### src/hw/rtl/tsi_pkg.sv
`timescale 1ns / 1ps
// ----------------------------------------------------------------------------
// tsi_pkg
// Shared types, constants and index helpers for the timestamped sample
// interpolator.
// ----------------------------------------------------------------------------
package tsi_pkg;

	localparam int DEPTH     = 8;
	localparam int IDX_W     = (DEPTH > 1) ? $clog2(DEPTH) : 1;
	localparam int NCOMP     = 3;
	localparam int COMP_W    = $clog2(NCOMP);
	localparam int DIV_STEPS = 32;
	localparam int STEP_W    = $clog2(DIV_STEPS);

	localparam logic [COMP_W-1:0] COMP_X = COMP_W'(0);
	localparam logic [COMP_W-1:0] COMP_Y = COMP_W'(1);
	localparam logic [COMP_W-1:0] COMP_Z = COMP_W'(2);

	localparam logic OP_PUSH  = 1'b0;
	localparam logic OP_QUERY = 1'b1;

	localparam logic ST_OK   = 1'b0;
	localparam logic ST_FAIL = 1'b1;

	typedef struct packed {
		logic               opcode;
		logic signed [31:0] sample_time;
		logic signed [31:0] in_x;
		logic signed [31:0] in_y;
		logic signed [31:0] in_z;
	} in_item_t;

	typedef struct packed {
		logic               status;
		logic signed [31:0] out_x;
		logic signed [31:0] out_y;
		logic signed [31:0] out_z;
	} out_item_t;

	typedef struct packed {
		logic signed [31:0] stamp;
		logic signed [31:0] x;
		logic signed [31:0] y;
		logic signed [31:0] z;
	} slot_t;

	function automatic logic [IDX_W-1:0] idx_inc(input logic [IDX_W-1:0] a);
		return (a == IDX_W'(DEPTH - 1)) ? '0 : a + IDX_W'(1);
	endfunction

	function automatic logic [IDX_W-1:0] idx_dec(input logic [IDX_W-1:0] a);
		return (a == '0) ? IDX_W'(DEPTH - 1) : a - IDX_W'(1);
	endfunction

endpackage

### src/hw/rtl/tsi_ram.sv
`timescale 1ns / 1ps
// ----------------------------------------------------------------------------
// tsi_ram
// Generic single write port, single read port RAM with registered read data.
// ----------------------------------------------------------------------------
module tsi_ram #(
	parameter int WIDTH = 32,
	parameter int DEPTH = 8,
	localparam int ADDR_W = (DEPTH > 1) ? $clog2(DEPTH) : 1
) (
	input  logic                     clk,
	input  logic                     we,
	input  logic [ADDR_W-1:0]        waddr,
	input  logic [WIDTH-1:0]         wdata,
	input  logic [ADDR_W-1:0]        raddr,
	output logic [WIDTH-1:0]         rdata
);

	logic [WIDTH-1:0] mem_q [DEPTH];
	logic [WIDTH-1:0] rdata_q;

	always_ff @(posedge clk) begin
		if (we) begin
			mem_q[waddr] <= wdata;
		end
		rdata_q <= mem_q[raddr];
	end

	assign rdata = rdata_q;

endmodule

### src/hw/rtl/tsi_ring.sv
`timescale 1ns / 1ps
// ----------------------------------------------------------------------------
// tsi_ring
// Sample ring storage: one RAM word per slot plus per-slot valid bits, so
// that slots never written since reset read back as zero.
// ----------------------------------------------------------------------------
module tsi_ring (
	input  logic                       clk,
	input  logic                       arst_n,
	input  logic                       we,
	input  logic [tsi_pkg::IDX_W-1:0]  waddr,
	input  tsi_pkg::slot_t             wdata,
	input  logic [tsi_pkg::IDX_W-1:0]  raddr,
	output tsi_pkg::slot_t             rdata
);

	logic [tsi_pkg::DEPTH-1:0] valid_q;
	logic                      rd_valid_q;
	logic [$bits(tsi_pkg::slot_t)-1:0] ram_rdata;

	tsi_ram #(
		.WIDTH ($bits(tsi_pkg::slot_t)),
		.DEPTH (tsi_pkg::DEPTH)
	) u_ram (
		.clk   (clk),
		.we    (we),
		.waddr (waddr),
		.wdata (wdata),
		.raddr (raddr),
		.rdata (ram_rdata)
	);

	always_ff @(posedge clk or negedge arst_n) begin
		if (!arst_n) begin
			valid_q    <= '0;
			rd_valid_q <= 1'b0;
		end else begin
			if (we) begin
				valid_q[waddr] <= 1'b1;
			end
			rd_valid_q <= valid_q[raddr];
		end
	end

	assign rdata = rd_valid_q ? tsi_pkg::slot_t'(ram_rdata) : '0;

endmodule

### src/hw/rtl/tsi_lerp.sv
`timescale 1ns / 1ps
// ----------------------------------------------------------------------------
// tsi_lerp
// Shared interpolation unit: v0 + (t - t0) * (v1 - v0) / (t1 - t0),
// truncated toward zero, with a combinational multiply and a bit-serial divide.
// ----------------------------------------------------------------------------
module tsi_lerp (
	input  logic               clk,
	input  logic               arst_n,
	input  logic               start,
	input  logic signed [31:0] t,
	input  logic signed [31:0] t0,
	input  logic signed [31:0] t1,
	input  logic signed [31:0] v0,
	input  logic signed [31:0] v1,
	output logic               done,
	output logic signed [31:0] value
);

	localparam logic [2:0] L_IDLE = 3'd0;
	localparam logic [2:0] L_ABS  = 3'd1;
	localparam logic [2:0] L_MUL  = 3'd2;
	localparam logic [2:0] L_DIV  = 3'd3;
	localparam logic [2:0] L_FIN  = 3'd4;

	logic [2:0]                  state_q;
	logic [31:0]                 dtime_q;
	logic [31:0]                 dt_q;
	logic [32:0]                 dv_q;
	logic [31:0]                 v0_q;
	logic [31:0]                 mag_q;
	logic                        neg_q;
	logic [31:0]                 rem_q;
	logic [31:0]                 lo_q;
	logic [tsi_pkg::STEP_W-1:0]  step_q;
	logic signed [31:0]          value_q;
	logic                        done_q;

	logic [32:0] dtime_w;
	logic [32:0] dt_w;
	logic [32:0] dv_w;
	logic [32:0] mag_w;
	logic [63:0] prod;
	logic [32:0] trial;
	logic [32:0] trial_sub;
	logic        ge;
	logic [32:0] sum_w;

	assign dtime_w   = {t[31], t} - {t0[31], t0};
	assign dt_w      = {t1[31], t1} - {t0[31], t0};
	assign dv_w      = {v1[31], v1} - {v0[31], v0};
	assign mag_w     = dv_q[32] ? (33'd0 - dv_q) : dv_q;
	assign prod      = dtime_q * mag_q;
	assign trial     = {rem_q, lo_q[31]};
	assign trial_sub = trial - {1'b0, dt_q};
	assign ge        = (trial >= {1'b0, dt_q});
	assign sum_w     = neg_q ? ({v0_q[31], v0_q} - {1'b0, lo_q})
	                         : ({v0_q[31], v0_q} + {1'b0, lo_q});

	always_ff @(posedge clk or negedge arst_n) begin
		if (!arst_n) begin
			state_q <= L_IDLE;
			done_q  <= 1'b0;
			step_q  <= '0;
		end else begin
			done_q <= 1'b0;
			unique case (state_q)
				L_IDLE: begin
					if (start) begin
						state_q <= L_ABS;
					end
				end
				L_ABS: begin
					state_q <= L_MUL;
				end
				L_MUL: begin
					step_q  <= '0;
					// zero-length interval returns the older sample
					state_q <= (dt_q == '0) ? L_FIN : L_DIV;
				end
				L_DIV: begin
					step_q <= step_q + tsi_pkg::STEP_W'(1);
					if (step_q == tsi_pkg::STEP_W'(tsi_pkg::DIV_STEPS - 1)) begin
						state_q <= L_FIN;
					end
				end
				L_FIN: begin
					done_q  <= 1'b1;
					state_q <= L_IDLE;
				end
				default: begin
					state_q <= L_IDLE;
				end
			endcase
		end
	end

	always_ff @(posedge clk) begin
		unique case (state_q)
			L_IDLE: begin
				if (start) begin
					dtime_q <= dtime_w[31:0];
					dt_q    <= dt_w[31:0];
					dv_q    <= dv_w;
					v0_q    <= v0;
				end
			end
			L_ABS: begin
				neg_q <= dv_q[32];
				mag_q <= mag_w[31:0];
			end
			L_MUL: begin
				// product high half is always below dt, so the quotient fits 32 bits
				if (dt_q == '0) begin
					lo_q <= '0;
				end else begin
					rem_q <= prod[63:32];
					lo_q  <= prod[31:0];
				end
			end
			L_DIV: begin
				rem_q <= ge ? trial_sub[31:0] : trial[31:0];
				lo_q  <= {lo_q[30:0], ge};
			end
			L_FIN: begin
				value_q <= sum_w[31:0];
			end
			default: begin
			end
		endcase
	end

	assign done  = done_q;
	assign value = value_q;

endmodule

### src/hw/rtl/timestamped_sample_interpolator.sv
`timescale 1ns / 1ps
// ----------------------------------------------------------------------------
// timestamped_sample_interpolator
// History ring of timestamped x/y/z samples with linear interpolation query.
// ----------------------------------------------------------------------------
// A push (opcode 0) never raises busy and gives no result. A query
// (opcode 1) holds busy through a bounds check (newest and oldest slot
// reads), then a ring scan of at most DEPTH slot pairs (one slot pair per
// cycle through the ring RAM read port), then, per component, the shared
// interpolation unit (start, sign and magnitude, multiply, a
// one-bit-per-cycle 32-step divide that a zero-length interval skips, final
// add, done). A query outside the stored time span ends after the check;
// one that finds no bracketing pair ends after the full scan.
// Each query result appears for exactly one cycle with done high, the cycle
// in which busy drops, and cannot be held off, so the receiver must take it
// on that cycle. Slots not written since reset read as time zero and value
// zero.
// ----------------------------------------------------------------------------
module timestamped_sample_interpolator (
	input  logic                clk,
	input  logic                arst_n,
	input  logic                start,
	output logic                busy,
	input  tsi_pkg::in_item_t   cmd,
	output logic                done,
	output tsi_pkg::out_item_t  result
);

	localparam logic [2:0] S_IDLE = 3'd0;
	localparam logic [2:0] S_NEW  = 3'd1;
	localparam logic [2:0] S_OLD  = 3'd2;
	localparam logic [2:0] S_SCAN = 3'd3;
	localparam logic [2:0] S_LERP = 3'd4;
	localparam logic [2:0] S_WAIT = 3'd5;

	logic [2:0]                  state_q;
	logic [tsi_pkg::IDX_W-1:0]   newest_q;
	logic [tsi_pkg::IDX_W-1:0]   scan_q;
	logic [tsi_pkg::IDX_W-1:0]   pair_q;
	logic [tsi_pkg::COMP_W-1:0]  comp_q;
	logic signed [31:0]          qtime_q;
	tsi_pkg::slot_t              newer_q;
	tsi_pkg::slot_t              older_q;
	tsi_pkg::out_item_t          result_q;
	logic                        done_q;

	logic                        accept;
	logic                        push;
	logic [tsi_pkg::IDX_W-1:0]   rd_addr;
	tsi_pkg::slot_t              rdata;
	tsi_pkg::slot_t              wdata;
	logic                        in_span;
	logic signed [31:0]          v0_sel;
	logic signed [31:0]          v1_sel;
	logic                        lerp_done;
	logic signed [31:0]          lerp_value;

	assign busy    = (state_q != S_IDLE);
	assign accept  = start && !busy;
	assign push    = accept && (cmd.opcode == tsi_pkg::OP_PUSH);
	assign rd_addr = (state_q == S_IDLE) ? newest_q : scan_q;

	assign wdata.stamp = cmd.sample_time;
	assign wdata.x     = cmd.in_x;
	assign wdata.y     = cmd.in_y;
	assign wdata.z     = cmd.in_z;

	tsi_ring u_ring (
		.clk    (clk),
		.arst_n (arst_n),
		.we     (push),
		.waddr  (tsi_pkg::idx_dec(newest_q)),
		.wdata  (wdata),
		.raddr  (rd_addr),
		.rdata  (rdata)
	);

	// read beat holds the older slot of the pair; newer_q holds the newer one
	assign in_span = ($signed(rdata.stamp) <= qtime_q) && (qtime_q <= $signed(newer_q.stamp));

	always_comb begin
		unique case (comp_q)
			tsi_pkg::COMP_X: begin
				v0_sel = older_q.x;
				v1_sel = newer_q.x;
			end
			tsi_pkg::COMP_Y: begin
				v0_sel = older_q.y;
				v1_sel = newer_q.y;
			end
			default: begin
				v0_sel = older_q.z;
				v1_sel = newer_q.z;
			end
		endcase
	end

	tsi_lerp u_lerp (
		.clk    (clk),
		.arst_n (arst_n),
		.start  (state_q == S_LERP),
		.t      (qtime_q),
		.t0     (older_q.stamp),
		.t1     (newer_q.stamp),
		.v0     (v0_sel),
		.v1     (v1_sel),
		.done   (lerp_done),
		.value  (lerp_value)
	);

	always_ff @(posedge clk or negedge arst_n) begin
		if (!arst_n) begin
			state_q  <= S_IDLE;
			newest_q <= '0;
			done_q   <= 1'b0;
		end else begin
			done_q <= 1'b0;
			unique case (state_q)
				S_IDLE: begin
					if (push) begin
						newest_q <= tsi_pkg::idx_dec(newest_q);
					end else if (accept) begin
						state_q <= S_NEW;
					end
				end
				S_NEW: begin
					state_q <= S_OLD;
				end
				S_OLD: begin
					if (in_span) begin
						state_q <= S_SCAN;
					end else begin
						done_q  <= 1'b1;
						state_q <= S_IDLE;
					end
				end
				S_SCAN: begin
					if (in_span) begin
						state_q <= S_LERP;
					end else if (pair_q == tsi_pkg::IDX_W'(tsi_pkg::DEPTH - 1)) begin
						done_q  <= 1'b1;
						state_q <= S_IDLE;
					end
				end
				S_LERP: begin
					state_q <= S_WAIT;
				end
				S_WAIT: begin
					if (lerp_done) begin
						if (comp_q == tsi_pkg::COMP_Z) begin
							done_q  <= 1'b1;
							state_q <= S_IDLE;
						end else begin
							state_q <= S_LERP;
						end
					end
				end
				default: begin
					state_q <= S_IDLE;
				end
			endcase
		end
	end

	always_ff @(posedge clk) begin
		unique case (state_q)
			S_IDLE: begin
				if (accept) begin
					qtime_q <= cmd.sample_time;
					// oldest slot sits just behind the newest
					scan_q  <= tsi_pkg::idx_dec(newest_q);
				end
			end
			S_NEW: begin
				newer_q <= rdata;
				scan_q  <= tsi_pkg::idx_inc(newest_q);
			end
			S_OLD: begin
				pair_q <= '0;
				scan_q <= tsi_pkg::idx_inc(scan_q);
				if (!in_span) begin
					result_q <= '{status: tsi_pkg::ST_FAIL, out_x: '0, out_y: '0, out_z: '0};
				end
			end
			S_SCAN: begin
				if (in_span) begin
					older_q <= rdata;
					comp_q  <= tsi_pkg::COMP_X;
				end else begin
					newer_q <= rdata;
					pair_q  <= pair_q + tsi_pkg::IDX_W'(1);
					scan_q  <= tsi_pkg::idx_inc(scan_q);
					if (pair_q == tsi_pkg::IDX_W'(tsi_pkg::DEPTH - 1)) begin
						result_q <= '{status: tsi_pkg::ST_FAIL, out_x: '0, out_y: '0,
							out_z: '0};
					end
				end
			end
			S_WAIT: begin
				if (lerp_done) begin
					result_q.status <= tsi_pkg::ST_OK;
					unique case (comp_q)
						tsi_pkg::COMP_X: result_q.out_x <= lerp_value;
						tsi_pkg::COMP_Y: result_q.out_y <= lerp_value;
						default:         result_q.out_z <= lerp_value;
					endcase
					comp_q <= comp_q + tsi_pkg::COMP_W'(1);
				end
			end
			default: begin
			end
		endcase
	end

	assign done   = done_q;
	assign result = result_q;

endmodule

### config.mk
export PLATFORM = sky130hd
export DESIGN_NAME = timestamped_sample_interpolator
export DESIGN_NICKNAME = d
export VERILOG_FILES = /design/src/hw/rtl/tsi_pkg.sv /design/src/hw/rtl/tsi_ram.sv /design/src/hw/rtl/tsi_ring.sv /design/src/hw/rtl/tsi_lerp.sv /design/src/hw/rtl/timestamped_sample_interpolator.sv
export SDC_FILE = /design/constraint.sdc
export NUM_CORES = 2
export LEC_CHECK = 0
export BUFFER_PORTS_ARGS = -buffer_cell sky130_fd_sc_hd__buf_2
export CORE_ASPECT_RATIO = 1.2
export CORE_MARGIN = 3
export CORE_UTILIZATION = 31
export CTS_CLUSTER_DIAMETER = 150
export DETAILED_ROUTE_END_ITERATION = 7
export PLACE_DENSITY = 0.42
export SETUP_SLACK_MARGIN = 0.3
export SLEW_MARGIN = 15
export SYNTH_ARGS = -nofsm -noshare
export SYNTH_HDL_FRONTEND = slang
export SYNTH_HIERARCHICAL = 1
export SYNTH_SLANG_ARGS = --single-unit
### constraint.sdc
create_clock -name clk -period 21.1 [get_ports clk]
set_input_delay 2.11 -clock clk [delete_from_list [all_inputs] [get_ports clk]]
set_output_delay 2.11 -clock clk [all_outputs]
set_load 0.03 [all_outputs]
==> results by stage <==
STA:
- The final number of hold-violating endpoints is 0.
- The max-slew violation count is 0.
- Setup violations remaining at the end of the flow were counted as 0.
- In the finished design, the share of the clock period the worst path needs comes to between 40% and 50%.
- After layout, the minimum clock period comes to 9390 ps.
- The relative slew slack is between 20% and 30%.
- The highest clock frequency the design can meet is between 0.1 and 0.15 GHz.
- After routing, the total negative slack on setup checks comes to 0 ps.
- The slew at the pin closest to its max-slew limit is 1150 ps.
- Across the routed clock network, the largest skew measured is approximately 80 ps.
- Setup repair after global routing left no endpoint under its margin.

Layout:
- From synthesis to final layout, the design area changed by 11.4%.
- Summing all multi-input logic gate instances after layout gives around 0.05 mm².
- The share of layout cells above drive strength 1 is a little under an eighth.
- The sequential cell area is about 0.053 mm².
- The final net count is 9900.
- The final instance area is 0.122 mm².
- Counting the fill cells in the layout gives 34392.

Setup path:
- The start-to-end type of the worst setup path is flop to flop.
- The worst setup path startpoint is u_lerp/mag_q[7]$_DFFE_PP_.
- STA puts the critical path data arrival time at 10060 ps.
- STA classifies the critical path startpoint as a flop.
- Along the worst path, the maximum fanout reaches 32.
- The worst setup path is captured at a flop.
- The startpoint of the worst register-to-register path is u_lerp/mag_q[7]$_DFFE_PP_.
- Data on the critical path is required at its endpoint by approximately 22000 ps.

Run status:
- The run finished with clean final reports.

Yosys:
- The Yosys step of the flow raised 6 warnings.
- The average instance in the mapped netlist occupies approximately 13 µm².
- The share of the yosys chip area belonging to registers is 48.8%.
- Counting every net in the synthesized netlist gives 9727.
- Counting flops and latches in the post-synthesis netlist gives about 1800.
- Synthesis produced a netlist whose cell count is 8195.
- The number of synthesized flops with an enable pin is between 1500 and 2000.
- After synthesis, the share of flip-flops with an asynchronous set or reset is 1.37%.
- The top cell type by area accounts for a little under half of the synthesized area.
- sky130_fd_sc_hd__edfxtp_1 takes more of the synthesized area than any other cell.
- The cell area that synthesis handed to floorplanning was 0.110 mm².
- The netlist uses approximately 90 different library cells.
- After synthesis, the cell types taking the most area are sky130_fd_sc_hd__edfxtp_1, sky130_fd_sc_hd__fa_1, sky130_fd_sc_hd__ha_1, sky130_fd_sc_hd__and2_1, sky130_fd_sc_hd__mux4_2.
- The primary flip-flop cell chosen by synthesis mapping is sky130_fd_sc_hd__edfxtp_1.

Floorplanning:
- In this run the core area contains 238 standard-cell rows.
- The initial utilization of the core area, before any placement, comes to between 30 and 40%.
- The die span in x is around 550 µm.
- The number of top-level pins is 231.
- The die is 657 µm tall.
- In this run the standard cell core region covers 0.351 mm².
- The floorplan step defined a die boundary enclosing 0.360 mm².

GRT:
- The initial antenna violation count is 71.
- Summed over all layers, the global routing overflow is 0.
- The number of global-route vias before repair is 69776.
- Entering global routing, the biggest net connects 129 pins.
- The all-layer global routing usage is 16.5%.
- The first global-routing pass estimated 453 mm of wire.

Clocking:
- The root buffer selected by CTS is sky130_fd_sc_hd__clkbuf_16.
- The clock reaches the later pin of the worst-skew pair after 840 ps.
- The buffer depth of the longest clock path is 4.
- The clock-pin transition on the worst setup and hold timing paths is 70 ps.
- For this design, the sink count on the clock tree is between 1500 and 2000.
- Buffers inserted during clock tree synthesis total 189.
- The post-CTS repair timing setup buffer count is 0.
- The clock tree from TritonCTS is yes.
- CTS built an H-tree with a depth of 4.
- Post-CTS repair changed the size of 0 cells.
- The count of hold-fix buffers inserted at cts is 0.

Worst hold path:
- The startpoint identified for the worst hold timing path is u_ring/valid_q[0]$_DFFE_PN0P_.
- The min-delay analysis places its worst path in the category flop to flop.

Drt:
- The detailed-route wire length is 298 mm.
- Dividing the detail-routed wire length by the instance count gives 22.5 µm.
- The post-detailed-route via-to-cell ratio is 4.77.
- The detailed-routing iteration count for the pre-antenna-repair pass is 5.
- For this block, the via count after detailed routing is 63070.
- The detail route stage leaves a number of antenna-violating nets equal to 0.
- In this run, the number of DRC markers left after iteration 0 of detailed routing was around 3300.
- For this run, design rule violations remaining after detail routing come to 0.

Flow run:
- The tool flagged a number of max-cap violations equal to 0.

Placed design:
- At the end of routability-driven placement, the weighted congestion stood at 0.835.
- Summing all placed instances gives a cell area of 0.116 mm².
- The count of buffers inserted at the top-level ports is 230.
- The placed wire-length estimate is 209 mm.
cells by family (layout without fill, tap and decap cells):
| group | Yosys count | count (layout) | share of synthesized area (%) |
|---|---|---|---|
| XOR/XNOR | 255 | 255 | 2.04 |
| buffers and inverters | 1453 | 1774 | 5.38 |
| adder cells (fa/ha/maj) | 1400 | 1400 | 22.2 |
| other | 0 | 14 | 0 |
| AND/OR/NAND/NOR | 1979 | 1979 | 9.25 |
| flip-flops | 1828 | 1828 | 48.8 |
| multiplexers | 411 | 411 | 7.12 |
| AO/OA/AOI/OAI | 869 | 869 | 5.20 |
worst max-delay path, cell delays in order (launching register included):
cell	delay [ps]
sky130_fd_sc_hd__edfxtp_1	1110
sky130_fd_sc_hd__and2_1	260
sky130_fd_sc_hd__fa_1	440
sky130_fd_sc_hd__fa_1	490
sky130_fd_sc_hd__fa_1	520
sky130_fd_sc_hd__inv_1	50
sky130_fd_sc_hd__fa_1	480
sky130_fd_sc_hd__inv_1	50
sky130_fd_sc_hd__fa_1	520
sky130_fd_sc_hd__inv_1	60
sky130_fd_sc_hd__fa_1	550
sky130_fd_sc_hd__inv_1	50
sky130_fd_sc_hd__fa_1	510
sky130_fd_sc_hd__fa_1	430
sky130_fd_sc_hd__ha_1	410
sky130_fd_sc_hd__nand4_1	150
sky130_fd_sc_hd__o211ai_1	150
sky130_fd_sc_hd__nand3_1	140
sky130_fd_sc_hd__a21oi_1	200
sky130_fd_sc_hd__nand4_1	340
sky130_fd_sc_hd__o21ai_0	730
sky130_fd_sc_hd__a21oi_1	200
sky130_fd_sc_hd__o21ai_0	470
sky130_fd_sc_hd__a21oi_1	200
sky130_fd_sc_hd__or4_1	510
sky130_fd_sc_hd__a41oi_1	200
layout make-up:
| class | instances | area share [%] |
|---|---|---|
| Sequential cell | 1828 | 43.8 |
| Multi-Input combinational cell | 4914 | 41.2 |
| Tap cell | 4680 | 4.80 |
| Clock buffer | 254 | 4.28 |
| Inverter | 1091 | 3.36 |
| Timing Repair Buffer | 344 | 1.71 |
| Clock inverter | 85 | 0.776 |
| Antenna cell | 14 | 0.0287 |
per-stage QoR:
step | worst slack [ps] | hold WS [ps] | std cells | util, %
global placement | 11710 | 441 | 12856 | 33.0
floorplan | 5960 | 420 | 8195 | -
detailed placement | 11770 | 445 | 12856 | 33.0
global route | 11270 | 475 | 13199 | 34.8
finish | 11710 | 453 | 13210 | 34.8
CTS | 11660 | 460 | 13195 | 34.7
Yosys cell counts (12+ instances only):
cell	number
sky130_fd_sc_hd__a211oi_1	35
sky130_fd_sc_hd__a21boi_0	12
sky130_fd_sc_hd__a21o_1	113
sky130_fd_sc_hd__a21oi_1	253
sky130_fd_sc_hd__a22o_1	26
sky130_fd_sc_hd__a22oi_1	67
sky130_fd_sc_hd__a31oi_1	20
sky130_fd_sc_hd__and2_1	731
sky130_fd_sc_hd__and3_1	62
sky130_fd_sc_hd__buf_1	19
sky130_fd_sc_hd__buf_8	19
sky130_fd_sc_hd__clkbuf_1	297
sky130_fd_sc_hd__clkbuf_8	13
sky130_fd_sc_hd__dfrtp_1	25
sky130_fd_sc_hd__dfxtp_1	128
sky130_fd_sc_hd__edfxtp_1	1675
sky130_fd_sc_hd__fa_1	901
sky130_fd_sc_hd__ha_1	499
sky130_fd_sc_hd__inv_1	1091
sky130_fd_sc_hd__mux2_2	137
sky130_fd_sc_hd__mux2i_1	15
sky130_fd_sc_hd__mux4_1	74
sky130_fd_sc_hd__mux4_2	184
sky130_fd_sc_hd__nand2_1	704
sky130_fd_sc_hd__nand2b_1	36
sky130_fd_sc_hd__nand3_1	54
sky130_fd_sc_hd__nand4_1	44
sky130_fd_sc_hd__nor2_1	184
sky130_fd_sc_hd__nor2b_1	41
sky130_fd_sc_hd__nor3_1	42
sky130_fd_sc_hd__nor4_1	23
sky130_fd_sc_hd__o211ai_1	19
sky130_fd_sc_hd__o21a_1	25
sky130_fd_sc_hd__o21ai_0	156
sky130_fd_sc_hd__o21bai_1	34
sky130_fd_sc_hd__o31ai_1	24
sky130_fd_sc_hd__or3_1	13
sky130_fd_sc_hd__xnor2_1	198
sky130_fd_sc_hd__xor2_1	57
flip-flops by register name, indices dropped and copies added (netlist names), 2 cells and up:
name,flops
comp_q,2
newer_q,128
newest_q,3
older_q,128
pair_q,3
qtime_q,32
result,97
scan_q,3
state_q,3
u_lerp/dt_q,32
u_lerp/dtime_q,32
u_lerp/dv_q,33
u_lerp/lo_q,32
u_lerp/mag_q,32
u_lerp/rem_q,32
u_lerp/state_q,3
u_lerp/step_q,5
u_lerp/v0_q,32
u_lerp/value,32
u_ring/u_ram/mem_q,1024
u_ring/u_ram/rdata,128
u_ring/valid_q,8
final timing paths:
kind / endpoint / slack [ps] / depth (start not counted)
hold reg to reg: u_ring/valid_q[0]$_DFFE_PN0P_ / 450 / 1
min in group asynchronous: newest_q[1]$_DFFE_PN0P_ / 1290 / 1
setup / recovery: u_lerp/rem_q[30]$_DFFE_PP_ / 11710 / 25
setup reg to reg: u_lerp/rem_q[30]$_DFFE_PP_ / 11710 / 25
hold / removal: u_ring/valid_q[0]$_DFFE_PN0P_ / 450 / 1
max in group asynchronous: u_ring/rd_valid_q$_DFF_PN0_ / 19300 / 1
layout by cell type, fill, tap and decap left out, types with 39 or more instances in the layout:
cell                        netlist  layout
sky130_fd_sc_hd__mux4_2         184     184
sky130_fd_sc_hd__clkbuf_16        0     191
sky130_fd_sc_hd__mux2_2         137     134
sky130_fd_sc_hd__o21ai_0        156     156
sky130_fd_sc_hd__buf_2            3     230
sky130_fd_sc_hd__and3_1          62      62
sky130_fd_sc_hd__xor2_1          57      57
sky130_fd_sc_hd__edfxtp_1      1675    1675
sky130_fd_sc_hd__nor3_1          42      39
sky130_fd_sc_hd__nand3_1         54      54
sky130_fd_sc_hd__nor2b_1         41      41
sky130_fd_sc_hd__clkbuf_1       297      42
sky130_fd_sc_hd__ha_1           499     497
sky130_fd_sc_hd__and2_1         731     729
sky130_fd_sc_hd__buf_4            1     107
sky130_fd_sc_hd__a21oi_1        253     253
sky130_fd_sc_hd__dfxtp_1        128     128
sky130_fd_sc_hd__xnor2_1        198     197
sky130_fd_sc_hd__nand2_1        704     703
sky130_fd_sc_hd__fa_1           901     901
sky130_fd_sc_hd__a21o_1         113     113
sky130_fd_sc_hd__a22oi_1         67      67
sky130_fd_sc_hd__nor2_1         184     174
sky130_fd_sc_hd__inv_1         1091    1091
sky130_fd_sc_hd__mux4_1          74      74
sky130_fd_sc_hd__nand4_1         44      44
layer usage:
layer  global-route usage, %  vias to the layer above  share of wire [%]
met5                       0                        -               0.14
met2                    29.5                     1015                 51
met4                    3.95                       62                2.4
met1                    20.9                    32999                 42
met3                    2.49                      442                3.8
li1                        -                    28552                  -
Power is not shown: default switching activity piles up to over one toggle a cycle in this logic, so the estimate is an artifact.
